===== src/rtl/core/crus_pkg.sv =====
// Shared types, codes and constants of the cartridge ROM unlock sequencer.
package crus_pkg;

    // Transaction commands
    typedef enum logic [1:0] {
        CMD_IO_READ    = 2'd0,
        CMD_IO_WRITE   = 2'd1,
        CMD_FREEZE     = 2'd2,
        CMD_FREEZE_ACK = 2'd3
    } t_cmd;

    // Configuration register indexes
    typedef enum logic [2:0] {
        CFG_EFFECTS_ENABLE = 3'd0,
        CFG_CART_ATTACHED  = 3'd1,
        CFG_READ_WINDOW    = 3'd2,
        CFG_READ_TRIGGER   = 3'd3,
        CFG_WRITE_WINDOW   = 3'd4,
        CFG_WRITE_TRIGGER  = 3'd5
    } t_cfg_idx;

    localparam int CFG_INDEX_BITS = 3;
    localparam int CFG_DATA_BITS  = 16;
    localparam int WINDOW_BITS    = 16;
    localparam int TRIGGER_BITS   = 8;
    localparam int COUNT_BITS     = 8;
    localparam int ADDR_BITS      = 16;
    localparam int STAMP_BITS     = 32;
    localparam int OFFSET_BITS    = 13;

    // Address decode: DF00-DFFF is one page, DE00-DFFF is two pages
    localparam logic [7:0]            IO2_PAGE       = 8'hDF;
    localparam logic [6:0]            IO_PAIR_PAGES  = 7'b1101_111;
    localparam logic [ADDR_BITS-1:0]  UNLOCK_ADDR    = 16'hDF40;
    localparam logic [OFFSET_BITS-1:0] IO2_ROM_BASE  = 13'h1F00;
    localparam logic [COUNT_BITS-1:0] COUNT_MAX      = 8'hFF;

    // Register reset values
    localparam logic                    RST_EFFECTS_ENABLE = 1'b1;
    localparam logic                    RST_CART_ATTACHED  = 1'b1;
    localparam logic [WINDOW_BITS-1:0]  RST_READ_WINDOW    = 16'd20;
    localparam logic [TRIGGER_BITS-1:0] RST_READ_TRIGGER   = 8'd200;
    localparam logic [WINDOW_BITS-1:0]  RST_WRITE_WINDOW   = 16'd20;
    localparam logic [TRIGGER_BITS-1:0] RST_WRITE_TRIGGER  = 8'd12;

    // Live configuration passed from the register file to the core
    typedef struct packed {
        logic                    effects_enable;
        logic                    cart_attached;
        logic [WINDOW_BITS-1:0]  read_window;
        logic [TRIGGER_BITS-1:0] read_trigger;
        logic [WINDOW_BITS-1:0]  write_window;
        logic [TRIGGER_BITS-1:0] write_trigger;
    } t_cfg;

    // One result transaction
    typedef struct packed {
        logic                   rom_read;
        logic [OFFSET_BITS-1:0] rom_offset;
        logic                   rom_enabled;
        logic                   bank_select;
        logic                   game_line;
        logic                   exrom_line;
        logic                   freeze_interrupt;
    } t_result;

    // Saturating run counter increment
    function automatic logic [COUNT_BITS-1:0] count_bump(input logic [COUNT_BITS-1:0] c);
        return (c == COUNT_MAX) ? COUNT_MAX : c + 1'b1;
    endfunction

endpackage


===== src/rtl/core/cartridge_rom_unlock_sequencer.sv =====
// Top level of the cartridge ROM unlock sequencer.
//
// Input channel: i_in_valid / o_in_stall carry one bus event per transaction
// (i_cmd, i_bus_address, i_time_stamp). Output channel: o_out_valid /
// i_out_stall carry one result transaction per input transaction, in order.
// A transaction moves at a clock edge with valid high and stall low.
// Configuration registers are written through i_cfg_we / i_cfg_index /
// i_cfg_data at any edge with i_cfg_we high; write them only while idle.
//
// An accepted transaction is taken into the input register, then passes
// through the update logic into the result register.
// Throughput: one transaction per cycle while the receiver does not stall;
// the update is combinational: subtract, compare, saturating counter step.
// When the receiver stalls, the result register holds; the input register
// still takes one more transaction, after which o_in_stall rises until the
// receiver takes the pending result.
// Reset (synchronous, active low) empties both registers, restores the
// configuration defaults and returns the ROM to on, bank 0, no freeze.
module cartridge_rom_unlock_sequencer
    import crus_pkg::*;
#(
    parameter int TIME_BITS = 32
) (
    input  logic                      i_clk,
    input  logic                      i_rst_n,
    input  logic                      i_cfg_we,
    input  logic [CFG_INDEX_BITS-1:0] i_cfg_index,
    input  logic [CFG_DATA_BITS-1:0]  i_cfg_data,
    input  logic                      i_in_valid,
    output logic                      o_in_stall,
    input  logic [1:0]                i_cmd,
    input  logic [ADDR_BITS-1:0]      i_bus_address,
    input  logic [STAMP_BITS-1:0]     i_time_stamp,
    output logic                      o_out_valid,
    input  logic                      i_out_stall,
    output logic                      o_rom_read,
    output logic [OFFSET_BITS-1:0]    o_rom_offset,
    output logic                      o_rom_enabled,
    output logic                      o_bank_select,
    output logic                      o_game_line,
    output logic                      o_exrom_line,
    output logic                      o_freeze_interrupt
);

    t_cfg                 w_cfg;
    t_result              w_result;
    logic                 r_in_valid;
    t_cmd                 r_in_cmd;
    logic [ADDR_BITS-1:0] r_in_addr;
    logic [TIME_BITS-1:0] r_in_now;
    logic                 r_out_valid;
    logic                 w_out_free;
    logic                 w_advance;
    logic                 w_accept;

    // Handshake between the input register and the result register
    assign w_out_free = !r_out_valid || !i_out_stall;
    assign w_advance  = r_in_valid && w_out_free;
    assign o_in_stall = r_in_valid && !w_out_free;
    assign w_accept   = i_in_valid && !o_in_stall;

    // Track register occupancy
    always_ff @(posedge i_clk) begin
        if (!i_rst_n) begin
            r_in_valid  <= 1'b0;
            r_out_valid <= 1'b0;
        end else begin
            if (w_accept) begin
                r_in_valid <= 1'b1;
            end else if (w_advance) begin
                r_in_valid <= 1'b0;
            end
            if (w_advance) begin
                r_out_valid <= 1'b1;
            end else if (!i_out_stall) begin
                r_out_valid <= 1'b0;
            end
        end
    end

    // Capture the accepted transaction
    always_ff @(posedge i_clk) begin
        if (w_accept) begin
            r_in_cmd  <= t_cmd'(i_cmd);
            r_in_addr <= i_bus_address;
            r_in_now  <= TIME_BITS'(i_time_stamp);
        end
    end

    crus_cfg_regs u_cfg_regs (
        .i_clk       (i_clk),
        .i_rst_n     (i_rst_n),
        .i_cfg_we    (i_cfg_we),
        .i_cfg_index (i_cfg_index),
        .i_cfg_data  (i_cfg_data),
        .o_cfg       (w_cfg)
    );

    crus_core #(
        .TIME_BITS (TIME_BITS)
    ) u_core (
        .i_clk     (i_clk),
        .i_rst_n   (i_rst_n),
        .i_cfg     (w_cfg),
        .i_advance (w_advance),
        .i_cmd     (r_in_cmd),
        .i_addr    (r_in_addr),
        .i_now     (r_in_now),
        .o_result  (w_result)
    );

    assign o_out_valid        = r_out_valid;
    assign o_rom_read         = w_result.rom_read;
    assign o_rom_offset       = w_result.rom_offset;
    assign o_rom_enabled      = w_result.rom_enabled;
    assign o_bank_select      = w_result.bank_select;
    assign o_game_line        = w_result.game_line;
    assign o_exrom_line       = w_result.exrom_line;
    assign o_freeze_interrupt = w_result.freeze_interrupt;

endmodule


===== src/rtl/core/crus_cfg_regs.sv =====
// Configuration register file of the cartridge ROM unlock sequencer.
module crus_cfg_regs
    import crus_pkg::*;
(
    input  logic                      i_clk,
    input  logic                      i_rst_n,
    input  logic                      i_cfg_we,
    input  logic [CFG_INDEX_BITS-1:0] i_cfg_index,
    input  logic [CFG_DATA_BITS-1:0]  i_cfg_data,
    output t_cfg                      o_cfg
);

    t_cfg r_cfg;
    t_cfg n_cfg;

    // Decode the register write
    always_comb begin
        n_cfg = r_cfg;
        if (i_cfg_we) begin
            case (t_cfg_idx'(i_cfg_index))
                CFG_EFFECTS_ENABLE: n_cfg.effects_enable = i_cfg_data[0];
                CFG_CART_ATTACHED:  n_cfg.cart_attached  = i_cfg_data[0];
                CFG_READ_WINDOW:    n_cfg.read_window    = i_cfg_data[WINDOW_BITS-1:0];
                CFG_READ_TRIGGER:   n_cfg.read_trigger   = i_cfg_data[TRIGGER_BITS-1:0];
                CFG_WRITE_WINDOW:   n_cfg.write_window   = i_cfg_data[WINDOW_BITS-1:0];
                CFG_WRITE_TRIGGER:  n_cfg.write_trigger  = i_cfg_data[TRIGGER_BITS-1:0];
                default:            n_cfg = r_cfg;
            endcase
        end
    end

    // Hold the registers
    always_ff @(posedge i_clk) begin
        if (!i_rst_n) begin
            r_cfg.effects_enable <= RST_EFFECTS_ENABLE;
            r_cfg.cart_attached  <= RST_CART_ATTACHED;
            r_cfg.read_window    <= RST_READ_WINDOW;
            r_cfg.read_trigger   <= RST_READ_TRIGGER;
            r_cfg.write_window   <= RST_WRITE_WINDOW;
            r_cfg.write_trigger  <= RST_WRITE_TRIGGER;
        end else begin
            r_cfg <= n_cfg;
        end
    end

    assign o_cfg = r_cfg;

endmodule


===== src/rtl/core/crus_core.sv =====
// Sequencer state, per-transaction update logic and result register.
module crus_core
    import crus_pkg::*;
#(
    parameter int TIME_BITS = 32
) (
    input  logic                 i_clk,
    input  logic                 i_rst_n,
    input  t_cfg                 i_cfg,
    input  logic                 i_advance,
    input  t_cmd                 i_cmd,
    input  logic [ADDR_BITS-1:0] i_addr,
    input  logic [TIME_BITS-1:0] i_now,
    output t_result              o_result
);

    logic                   r_rom_on,      n_rom_on;
    logic [COUNT_BITS-1:0]  r_wr_cnt,      n_wr_cnt;
    logic [COUNT_BITS-1:0]  r_rd_cnt,      n_rd_cnt;
    logic [TIME_BITS-1:0]   r_last_wr,     n_last_wr;
    logic [TIME_BITS-1:0]   r_last_rd,     n_last_rd;
    logic                   r_bank,        n_bank;
    logic                   r_pending,     n_pending;
    logic                   r_game,        n_game;
    logic                   r_exrom,       n_exrom;
    t_result                r_result,      n_result;

    logic [TIME_BITS-1:0]   w_rd_gap;
    logic [TIME_BITS-1:0]   w_wr_gap;
    logic                   w_rd_near;
    logic                   w_wr_near;
    logic [COUNT_BITS-1:0]  w_rd_bump;
    logic [COUNT_BITS-1:0]  w_wr_bump;
    logic                   w_io2_page;
    logic                   w_io_pair;

    // Gaps since the last counted accesses; a negative gap counts as near
    assign w_rd_gap  = i_now - r_last_rd;
    assign w_wr_gap  = i_now - r_last_wr;
    assign w_rd_near = w_rd_gap[TIME_BITS-1] ||
                       (w_rd_gap <= TIME_BITS'(i_cfg.read_window));
    assign w_wr_near = w_wr_gap[TIME_BITS-1] ||
                       (w_wr_gap <= TIME_BITS'(i_cfg.write_window));
    assign w_rd_bump = count_bump(r_rd_cnt);
    assign w_wr_bump = count_bump(r_wr_cnt);

    assign w_io2_page = (i_addr[15:8] == IO2_PAGE);
    assign w_io_pair  = (i_addr[15:9] == IO_PAIR_PAGES);

    // Update state for the transaction in the input register
    always_comb begin
        n_rom_on  = r_rom_on;
        n_wr_cnt  = r_wr_cnt;
        n_rd_cnt  = r_rd_cnt;
        n_last_wr = r_last_wr;
        n_last_rd = r_last_rd;
        n_bank    = r_bank;
        n_pending = r_pending;
        n_game    = r_game;
        n_exrom   = r_exrom;
        n_result  = '0;

        unique case (i_cmd)
            CMD_IO_READ: begin
                if (i_cfg.effects_enable && !w_rd_near) begin
                    n_rd_cnt = '0;
                end
                if (w_io2_page) begin
                    if (i_cfg.effects_enable && (i_addr == UNLOCK_ADDR)) begin
                        if (w_rd_near) begin
                            if (w_rd_bump > i_cfg.read_trigger) begin
                                n_rd_cnt = '0;
                                n_rom_on = 1'b0;
                            end else begin
                                n_rd_cnt = w_rd_bump;
                            end
                        end
                        n_last_rd = i_now;
                    end
                    n_result.rom_read   = 1'b1;
                    n_result.rom_offset = IO2_ROM_BASE | OFFSET_BITS'(i_addr[7:0]);
                end
            end
            CMD_IO_WRITE: begin
                if (w_io_pair) begin
                    n_rd_cnt = '0;
                    if (w_wr_near) begin
                        if (w_wr_bump > i_cfg.write_trigger) begin
                            n_wr_cnt = '0;
                            n_rom_on = 1'b1;
                            n_bank   = 1'b1;
                        end else begin
                            n_wr_cnt = w_wr_bump;
                        end
                    end else begin
                        n_wr_cnt = '0;
                    end
                    n_last_wr = i_now;
                end
            end
            CMD_FREEZE: begin
                if (i_cfg.cart_attached) begin
                    n_pending = 1'b1;
                end
            end
            CMD_FREEZE_ACK: begin
                if (r_pending) begin
                    n_bank    = 1'b0;
                    n_pending = 1'b0;
                end
            end
        endcase

        // Drive the lines from the ROM state unless a freeze holds them
        if (!n_pending) begin
            if (!n_rom_on) begin
                n_game  = 1'b1;
                n_exrom = 1'b1;
            end else if (!n_bank) begin
                n_game  = 1'b0;
                n_exrom = 1'b1;
            end else begin
                n_game  = 1'b1;
                n_exrom = 1'b0;
            end
        end

        n_result.rom_enabled      = n_rom_on;
        n_result.bank_select      = n_bank;
        n_result.game_line        = n_game;
        n_result.exrom_line       = n_exrom;
        n_result.freeze_interrupt = n_pending;
    end

    // Commit state on advance
    always_ff @(posedge i_clk) begin
        if (!i_rst_n) begin
            r_rom_on  <= 1'b1;
            r_wr_cnt  <= '0;
            r_rd_cnt  <= '0;
            r_last_wr <= '0;
            r_last_rd <= '0;
            r_bank    <= 1'b0;
            r_pending <= 1'b0;
            r_game    <= 1'b0;
            r_exrom   <= 1'b1;
        end else if (i_advance) begin
            r_rom_on  <= n_rom_on;
            r_wr_cnt  <= n_wr_cnt;
            r_rd_cnt  <= n_rd_cnt;
            r_last_wr <= n_last_wr;
            r_last_rd <= n_last_rd;
            r_bank    <= n_bank;
            r_pending <= n_pending;
            r_game    <= n_game;
            r_exrom   <= n_exrom;
        end
    end

    // Load the result register
    always_ff @(posedge i_clk) begin
        if (i_advance) begin
            r_result <= n_result;
        end
    end

    assign o_result = r_result;

endmodule


===== config.mk =====
export PLATFORM = sky130hd
export DESIGN_NAME = cartridge_rom_unlock_sequencer
export DESIGN_NICKNAME = d
export VERILOG_FILES = /design/src/rtl/core/crus_pkg.sv /design/src/rtl/core/cartridge_rom_unlock_sequencer.sv /design/src/rtl/core/crus_cfg_regs.sv /design/src/rtl/core/crus_core.sv
export SDC_FILE = /design/constraint.sdc
export NUM_CORES = 1
export LEC_CHECK = 0
export BUFFER_PORTS_ARGS = -buffer_cell sky130_fd_sc_hd__buf_2
export CORE_ASPECT_RATIO = 0.75
export CORE_UTILIZATION = 55
export CTS_CLUSTER_SIZE = 14
export DETAILED_ROUTE_END_ITERATION = 6
export GPL_TIMING_DRIVEN = 0
export PLACE_DENSITY_LB_ADDON = 0.3
export SLEW_MARGIN = 0
export SYNTH_ARGS = -nofsm -noshare
export SYNTH_HDL_FRONTEND = slang
export SYNTH_SLANG_ARGS = --single-unit

===== constraint.sdc =====
create_clock -name i_clk -period 5.65 [get_ports i_clk]
set_clock_uncertainty 0.2 [all_clocks]
set_input_delay 0.2825 -clock i_clk [delete_from_list [all_inputs] [get_ports i_clk]]
set_output_delay 0.2825 -clock i_clk [all_outputs]
set_load 0.01 [all_outputs]

# Word-level counts from Yosys, hierarchy flattened
# Cells that the tools add are included.
# Widths: inputs -> output; s select.
[word_totals]
wordCells = 115
register_bits = 206
input_bits = 74
output_inout_bits = 21
[op_classes]
eq_ne = 15
magnitude_cmp = 4
reduce_logical = 27
add_sub_neg = 4
n_mux = 37
[ops]
columns = ["cell", "n"]
rows = [
  ["$mux 8", 10],
  ["$le 32x16->1", 2],
  ["$sub 32x32->32", 2],
  ["$eq 8x8->1 const B", 3],
  ["$mux 1", 22],
  ["$add 8x1->8 const B", 2],
  ["$eq 16x16->1 const B", 1],
  ["$gt 8x8->1", 2],
  ["$pmux 8 s2", 1],
  ["$mux 14", 1],
  ["$reduce_and 2->1", 7],
  ["$eq 7x7->1 const B", 1],
  ["$eq 3x2->1 const B", 2],
  ["$eq 3x3->1 const B", 2],
  ["$pmux 1 s2", 3],
  ["$reduce_and 3->1", 2],
  ["$logic_and 1x1->1", 5],
  ["$logic_not 1->1", 5],
  ["$eq 2x2->1 const B", 2],
  ["$ne 2x1->1 const B", 2],
  ["$reduce_and 4->1", 1],
  ["$reduce_bool 2->1", 2],
  ["$eq 3x1->1 const B", 1],
  ["$logic_not 3->1", 1],
  ["3 further kinds", 5],
]

# Depth between registers and ports, before layout
# Gate-level depths: netlist of run 1.
[logic_depth]
ltp_word = 10
mapped_depth = 21
ltp_nobuf = 21

# Hierarchy
# From an unflattened synthesis of run 1, not the netlist that was laid out.
[unflattened]
hier_cells = 1485
area_unflattened_um2 = 12814.8
[by_module_without_submodules]
columns = ["mod", "n_inst", "area_each_um2", "seq_area_each_um2", "cells_each"]
rows = [
  ["crus_core", 1, 9256.4, 2122.0, 1234],
  ["crus_cfg_regs", 1, 1973.1, 1001.0, 193],
  ["cartridge_rom_unlock_sequencer", 1, 1585.3, 1541.5, 58],
]

# Worst setup path before layout of run 1
# Ideal clock, no wire load.
[synth_timing]
path_type = "reg-to-reg"
from = "reg r_in_now[5]"
to = "reg u_core.r_result (netlist bit u_core.o_result[1]), data pin"
required_time_ns = 5.194
arrival_time_ns = 4.702
setup_ns = 0.256
stages_incl_launch_ff = 20
period_less_slack_ns = 5.158
path_slack_ns = 0.492
path_buffers = 1
path_cell_list = "edfxtp_1 ha_1 clkbuf_1 a21o_1 a221oi_1 nand2_1 a31oi_1 xnor2_1 ha_1 a21oi_1 nand2_1 a21o_1 a2111oi_0 a21oi_1 or4_1 a2111oi_2 nand4_1 o41ai_4 nand2_4 a31o_2"
[synth_via]
elab_chain_len = 9
word_cells_on_any_way = 18
cone_classes = "add/sub: 2; order compare: 2; mux: 12; reduce/logical: 2"
[synth_rtl]
columns = ["item", "line_no", "source"]
rows = [
  ["start, declared", "cartridge_rom_unlock_sequencer.sv:50", "logic [TIME_BITS-1:0] r_in_now;"],
  ["start signal, assigned", "cartridge_rom_unlock_sequencer.sv:86", "r_in_now <= TIME_BITS'(i_time_stamp);"],
  ["$sub 32x32->32, on equally long branches", "crus_core.sv:39, crus_core.sv:38", ""],
  ["$le 32x16->1, on equally long branches", "crus_core.sv:43, crus_core.sv:41", ""],
  ["$logic_or 1x1->1, on equally long branches", "crus_core.sv:42, crus_core.sv:40", ""],
  ["$mux 1, on equally long branches", "crus_core.sv:87, crus_core.sv:70", ""],
  ["$mux 1, on equally long branches", "crus_core.sv:85, crus_core.sv:69", ""],
  ["$pmux 1 s2 or $mux 1 (tied branches)", "crus_core.sv:63, crus_core.sv:68", ""],
  ["$mux 1 or $pmux 1 s2 (tied branches)", "crus_core.sv:119, crus_core.sv:63", ""],
  ["$mux 1 (*)", "crus_core.sv:116", "if (!n_rom_on) begin"],
  ["$mux 1 (*)", "crus_core.sv:115", "if (!n_pending) begin"],
  ["via u_core.n_exrom", "crus_core.sv:25", "logic r_exrom, n_exrom;"],
  ["end signal, assigned", "crus_core.sv:163", "r_result <= n_result;"],
  ["end, declared", "crus_core.sv:26", "t_result r_result, n_result;"],
]
# Mark *: on every way through the listed nets, which the timed path passes. The rest lies on a longest branch.
# A chain may end at the register's enable or synchronous reset.

# Final worst setup path of run 1
[layout_timing]
from = "reg r_in_now[8]"
to = "reg u_core.r_rd_cnt[1]"
[layout_via]
elab_chain_len = 10
[layout_rtl]
columns = ["item", "line_no", "source"]
rows = [
  ["$sub 32x32->32 (*)", "crus_core.sv:38", "assign w_rd_gap = i_now - r_last_rd;"],
  ["$le 32x16->1", "crus_core.sv:41", "(w_rd_gap <= TIME_BITS'(i_cfg.read_window));"],
  ["$logic_or 1x1->1 (*)", "crus_core.sv:40", "assign w_rd_near = w_rd_gap[TIME_BITS-1] ||"],
  ["$logic_not 1->1", "crus_core.sv:65", "if (i_cfg.effects_enable && !w_rd_near) begin"],
  ["$logic_and 1x1->1", "crus_core.sv:65", ""],
  ["$mux 8", "crus_core.sv:65", ""],
  ["$mux 8", "crus_core.sv:70", "if (w_rd_near) begin"],
  ["$mux 8", "crus_core.sv:69", "if (i_cfg.effects_enable && (i_addr == UNLOCK_ADDR)) begin"],
  ["$mux 8 (*)", "crus_core.sv:68", "if (w_io2_page) begin"],
  ["$pmux 8 s2 (*)", "crus_core.sv:63", "unique case (i_cmd)"],
  ["end signal, assigned", "crus_core.sv:150", "r_rd_cnt <= n_rd_cnt;"],
  ["end, declared", "crus_core.sv:19", "logic [COUNT_BITS-1:0] r_rd_cnt, n_rd_cnt;"],
]
# Mark *: on every way between the ends. The rest lies on a longest branch, timed or not.

==> qor.yml, run 1 <==
cts_root_buf: "clkbuf_16"
layout_common_cells: "nand2_1 (320), a21oi_1 (189), dfxtp_1 (137), inv_1 (126), ha_1 (105)"
rsz0062_at_grt: "true"
io-pin-count: 95
grtUsageTotal_pct: 32.01
cts_buffer_depth: 3
setup_slack_ns: 0.04595
row_count: 47
place_area_mm2: 0.01350
numCtsBuffers: 22
fillCellCount: 1762
synth_cells: 1561
insertion_delay_ns: 0.53
setup_viol: 0
hp-start: "i_cfg_index[1]"
synth_nets: 1749
cts_sinks: 201
syn_to_final_growth_pct: 19.35
hold_class: "in -> reg"
dr.pass1.iters: 7
endpoint_kind: "flop"
relSlewSlack_pct: 26.67
synth_edf_count: 64
netlist_area_mm2: 0.01265
layout_commonest_cell: "nand2_1"
drv_slew: 0
max_slew.worst_pin.slew_ns: 1.072
hpwl_mm: 27.22
antenna_cells: 0
final_area_mm2: 0.01510
grt_overflow: 0
drive_gt1_share_pct: 11.13
die-area_mm2: 0.02362
crit_required_ns: 5.85
p_per_area_mw_per_mm2: 232.3
status: "finished with violations"
setup_tns_ns: 0
async_flop_share_pct: 0
period_minus_slack_ns: 5.604
fmax_mhz: 178.4
final_nets: 1942
hold_depth: 5
critPathArrivalTime_ns: 5.80
grt_max_degree: 31
gp_congestion: 0.9461
peakVddDrop_v: 0.0003235
core-area_mm2: 0.02229
drv_cap: 0
grt_pass1_wl_mm: 59.70
htree_levels: 1
antenna_found_initial: 0
seq_area_frac_synth_pct: 36.87
vias_per_cell: 5.973
portBuffers: 91
yosys_warnings: 0
post_drt_wl_per_cell_um: 18.46
place_ws_ns: -0.6477
drt.antenna.violating_nets: 0
p_leak_uw: 0.005669
routed_wl_mm: 38.09
synth_cell_types: 80
avgSynthCellArea_um2: 8.104
grt_pass1_vias: 11580
rr_startpoint: "r_in_now[8]"
final.period_utilization_pct: 99.19
clk_pin_slew_ns: 0.06
vias: 12330
crit-reg2reg-capture: "u_core.r_rd_cnt[1]"
violations: "design-rule violations"
synth-seq-cells: 201
drc: 10
r2r_slack_ns: 0.05
start_util_pct: 56.76
die_x_um: 177.1
criticalPathCategory: "reg -> reg"
cts_tree: "built"
r2r.worst_path.cells: 17
fin_util_pct: 67.74
synth-main-ff-cell: "dfxtp_1"
path_max_fanout: 7
cp-start-kind: "flop"
first_iter_violations: 1334
worstHoldEndpoint: "u_cfg_regs.o_cfg[48]"
finalHoldViolations: 0
die_h_um: 133.3
worst max path at each step:
stage                           start            endpoint  slack, ns
after floorplan           r_in_now[5]  u_core.o_result[1]       0.49
after global placement    r_in_now[3]  u_core.o_result[1]      -0.55
after detailed placement  r_in_now[3]  u_core.o_result[1]      -0.65
after CTS                 r_in_now[1]  u_core.o_result[1]       0.01
after global routing      r_in_now[1]  u_core.o_result[1]      -0.10
final                     r_in_now[8]  u_core.r_rd_cnt[1]       0.05
worst max-delay path, stage by stage (launching register included):
cell and delay, ns:
edfxtp_1 0.55, ha_1 0.48, and3_1 0.35, and4_1 0.26
o21ai_0 0.18, and2_1 0.25, xnor2_1 0.20, ha_1 0.28
and4_1 0.21, a221o_1 0.32, a2111oi_1 0.38, nor2_1 0.18
a2111oi_1 0.40, and4_1 0.27, a31oi_2 0.20, nand2b_2 0.30
o2bb2ai_2 0.22, a22o_1 0.26
Yosys cell counts, drive strengths merged (5+ instances only):
cell type	instances	area [um2]
nand2	321	1212
a21oi	201	1028
dfxtp	137	2743
inv	127	476.7
ha	112	1401
nor2	72	270.3
edfxtp	64	1922
clkbuf	55	206.5
o21ai	47	242.7
nand3	40	200.2
a21o	31	232.7
xnor2	31	271.5
nor3	28	150.1
o211ai	24	180.2
nand4	21	131.4
o21a	21	157.7
and2	19	118.9
a31oi	17	112.6
nor2b	15	93.84
xor2	15	131.4
buf	12	81.33
a211oi	11	82.58
and3	11	68.82
mux2i	10	100.1
nand2b	10	62.56
and4	8	70.07
a2111oi	7	67.56
o31ai	7	52.55
a22o	5	43.79
nor4	5	31.28
or3	5	31.28
or4	5	37.54
power by group:
| group | internal [uW] | total [uW] | leakage, uW | switching (uW) |
|---|---|---|---|---|
| logic | 246 | 586 | 0.00364 | 340 |
| registers | 1530 | 1570 | 0.00172 | 38.6 |
| clock network | 738 | 1350 | 0.000316 | 614 |
| total | 2510 | 3510 | 0.00567 | 993 |
sequential cells by signal, indices dropped and copies added (netlist names):
| signal | count |
|---|---|
| u_core.r_exrom | 1 |
| u_core.o_result | 14 |
| u_core.r_rom_on | 1 |
| u_cfg_regs.o_cfg | 50 |
| u_core.r_last_wr | 32 |
| u_core.r_wr_cnt | 8 |
| r_in_addr | 16 |
| u_core.r_game | 1 |
| r_in_valid | 1 |
| u_core.r_bank | 1 |
| u_core.r_pending | 1 |
| u_core.r_rd_cnt | 8 |
| o_out_valid | 1 |
| r_in_cmd | 2 |
| u_core.r_last_rd | 32 |
| r_in_now | 32 |
area by class of cell:
class                      count  area (um2)  area share, %
timing repair buffer         169        1239          8.205
inverter                     127       476.7          3.158
buffer                        67       289.0          1.914
multi-input combinational   1166        7403          49.04
clock inverter                10       66.31         0.4393
clock buffer                  30       590.6          3.912
tap                          294       367.9          2.437
sequential                   201        4664          30.90
per-layer routing:
metal	wire [um]	GRT usage, %	part of all wire [%]
met3	3381	6.136	8.9
met5	0	0	0
met1	16790	44.95	44
met2	16620	48.94	44
met4	1296	11.35	3.4
cells by family after synthesis:
| kind of cell | after synthesis | share of synthesized area [%] |
|---|---|---|
| mux | 13 | 1.058 |
| fa+ha+maj | 114 | 11.39 |
| buf+inv | 194 | 6.043 |
| xor+xnor | 46 | 3.185 |
| compound gates | 421 | 21.07 |
| flops | 201 | 36.87 |
| simple gates | 572 | 20.38 |
per-stage QoR:
stage | hold WS, ns | instances | total power [uW]
6_report | 0.07248 | 2064 | 3507
5_1_grt | 0.08070 | 2064 | 3628
4_1_cts | 0.04228 | 2060 | 3462
3_5_place_dp | 0.2465 | 1947 | 2095
3_3_place_gp | 0.2376 | 1946 | 2083
2_1_floorplan | 0.1814 | 1561 | 1933
timing repair:
| item | in CTS | in global routing |
|---|---|---|
| pin swaps | 3 | 6 |
| buffers inserted | 4 | 4 |
| hold endpoints to repair | 103 | 0 |
| hold buffers | 69 | 0 |
| setup endpoints to repair | 23 | 23 |
| resized for setup | 11 | 29 |
(Power assumes the default switching activity.)
==> run 2: changes to the inputs <==
Settings changed: CORE_MARGIN set to 1.5.
==> qor.yml, run 2 (same netlist as run 1, synthesis figures left out) <==
layout_common_cells: "nand2_1 (320), a21oi_1 (187), dfxtp_1 (137), inv_1 (126), ha_1 (100)"
die_x_um: 178.1  # +0.56%
crit_path_end: "u_core.o_result[1]"
cts_sinks: 201  # unchanged
die_h_um: 134.3  # +0.75%
post_drt_wl_per_cell_um: 18.15  # -1.7%
path_max_fanout: 6  # -1
portBuffers: 91  # unchanged
drt.antenna.violating_nets: 0  # unchanged
gp_congestion: 0.9271  # -2.0%
place_inst: 1947  # unchanged
routed_wl_mm: 37.58  # -1.3%
crit_start: "r_in_now[10]"
antenna_found_initial: 0  # unchanged
hold_class: "in -> reg"
setup_viol: 0  # unchanged
rr_startpoint: "r_in_now[10]"
cts_buffer_depth: 3  # unchanged
crit-reg2reg-capture: "u_core.o_result[1]"
relSlewSlack_pct: 30.60  # +3.9 points
vias: 12430  # +0.79%
r2r_slack_ns: 0.11  # +0.07 ns
grtUsageTotal_pct: 31.20  # -0.80 points
cts_root_buf: "clkbuf_16"
grt_pass1_vias: 11490  # -0.81%
largest_reg_flops: 50  # unchanged
p_leak_uw: 0.005758  # +1.6%
place_ws_ns: -0.7111  # -0.06341 ns
first_iter_violations: 1325  # -0.67%
htree_levels: 1  # unchanged
syn_to_final_growth_pct: 21.36
dr.pass1.iters: 6  # -1
endpoint_kind: "flop"
io-pin-count: 95  # unchanged
final.period_utilization_pct: 97.98  # -1.2 points
drv_cap: 0  # unchanged
core-area_mm2: 0.02229  # unchanged
criticalPathCategory: "reg -> reg"
clk_pin_slew_ns: 0.06  # about the same
max_slew.worst_pin.slew_ns: 1.015  # -0.05744 ns
die-area_mm2: 0.02393  # +1.3%
setup_slack_ns: 0.1141  # +0.06812 ns
setup_tns_ns: 0  # unchanged
drv_slew: 0  # unchanged
drc: 0  # -10
hpwl_mm: 27.05  # -0.62%
crit_required_ns: 5.71  # -0.14 ns
peakVddDrop_v: 0.0003321  # +2.6%
numCtsBuffers: 22  # unchanged
start_util_pct: 56.76  # unchanged
stdcell_count: 2071  # +0.34%
row_count: 47  # unchanged
period_minus_slack_ns: 5.536  # -0.06812 ns
status: "finished, final reports clean"
vias_per_cell: 6.000  # +0.45%
cts_tree: "built"
grt_overflow: 0  # unchanged
cp-start-kind: "flop"
antenna_cells: 0  # unchanged
insertion_delay_ns: 0.51  # -0.02 ns
p_per_area_mw_per_mm2: 238.4  # +2.6%
final_nets: 1949  # +0.36%
grt_max_degree: 27  # -13%
power.total_uw: 3659  # +4.3%
finalHoldViolations: 0  # unchanged
fmax_mhz: 180.6  # +1.2%
drive_gt1_share_pct: 12.38  # +1.3 points
layout_commonest_cell: "nand2_1"
critPathArrivalTime_ns: 5.59  # -0.21 ns
grt_pass1_wl_mm: 59.20  # -0.84%
r2r.worst_path.cells: 19  # +2
fin_util_pct: 68.88  # +1.1 points
-- run 2: worst min path at each step --
stage / from / endpoint / slack [ns] / cells past startpoint
final: i_cfg_index[1] / u_cfg_regs.o_cfg[48] / 0.05 / 5
after global placement: u_core.r_last_rd[13] / u_core.r_last_rd[13] / 0.24 / 2
after global routing: i_cfg_index[1] / u_cfg_regs.o_cfg[48] / 0.08 / 5
after floorplan: i_bus_address[0] / r_in_addr[0] / 0.18 / 0
after detailed placement: u_core.r_last_wr[4] / u_core.r_last_wr[4] / 0.25 / 2
after CTS: i_cfg_index[1] / u_cfg_regs.o_cfg[48] / 0.03 / 5
-- run 2: area by class of cell --
class / instances / area, um2
Timing Repair Buffer: 177 / 1311
Sequential cell: 201 / 4664
Tap cell: 294 / 367.9
Fill cell: 1768 / 6935
Multi-Input combinational cell: 1166 / 7508
Clock inverter: 12 / 145.1
Clock buffer: 28 / 594.3
Buffer: 66 / 284.0
Inverter: 127 / 476.7
-- run 2: power breakdown --
| part | total, uW | switching (uW) | internal [uW] |
|---|---|---|---|
| Combinational | 606 | 348 | 258 |
| Sequential | 1570 | 37.2 | 1530 |
| Clock | 1490 | 599 | 886 |
-- run 2: metrics by stage --
stage | cell area, um2 | hold slack (ns)
after global placement | 13470 | 0.2382
after floorplan | 12650 | 0.1814
after detailed placement | 13500 | 0.2463
after global routing | 15350 | 0.08021
after CTS | 15040 | 0.03151
final | 15350 | 0.05466
-- run 2: layer usage --
metal	part of all wire [%]	GRT usage [%]
met5	0	0
met2	43	47.54
met4	3.7	11.34
met1	45	44.93
met3	8.2	4.478
-- run 2: worst max-delay path, cell delays in order, from the launching register on --
cell       delay [ns]
edfxtp_1         0.54
ha_4             0.38
and4_2           0.28
nand3_1          0.13
a21oi_4          0.17
nor3_4           0.07
o21ai_1          0.18
xor2_1           0.28
ha_1             0.30
nand4_1          0.19
a21oi_1          0.11
a2111oi_4        0.35
a21oi_2          0.10
or4_4            0.56
a2111oi_4        0.34
nand4_1          0.19
o41ai_4          0.44
buf_12           0.18
nand2_4          0.06
a31o_2           0.21
-- run 2: timing repair --
item | in CTS | in global routing
pin swaps | 1 | 15
buffers inserted | 6 | 10
endpoints found under the setup margin | 23 | 24
gates resized for setup | 8 | 53
endpoints found under the hold margin | 103 | 0
hold buffers | 69 | 0
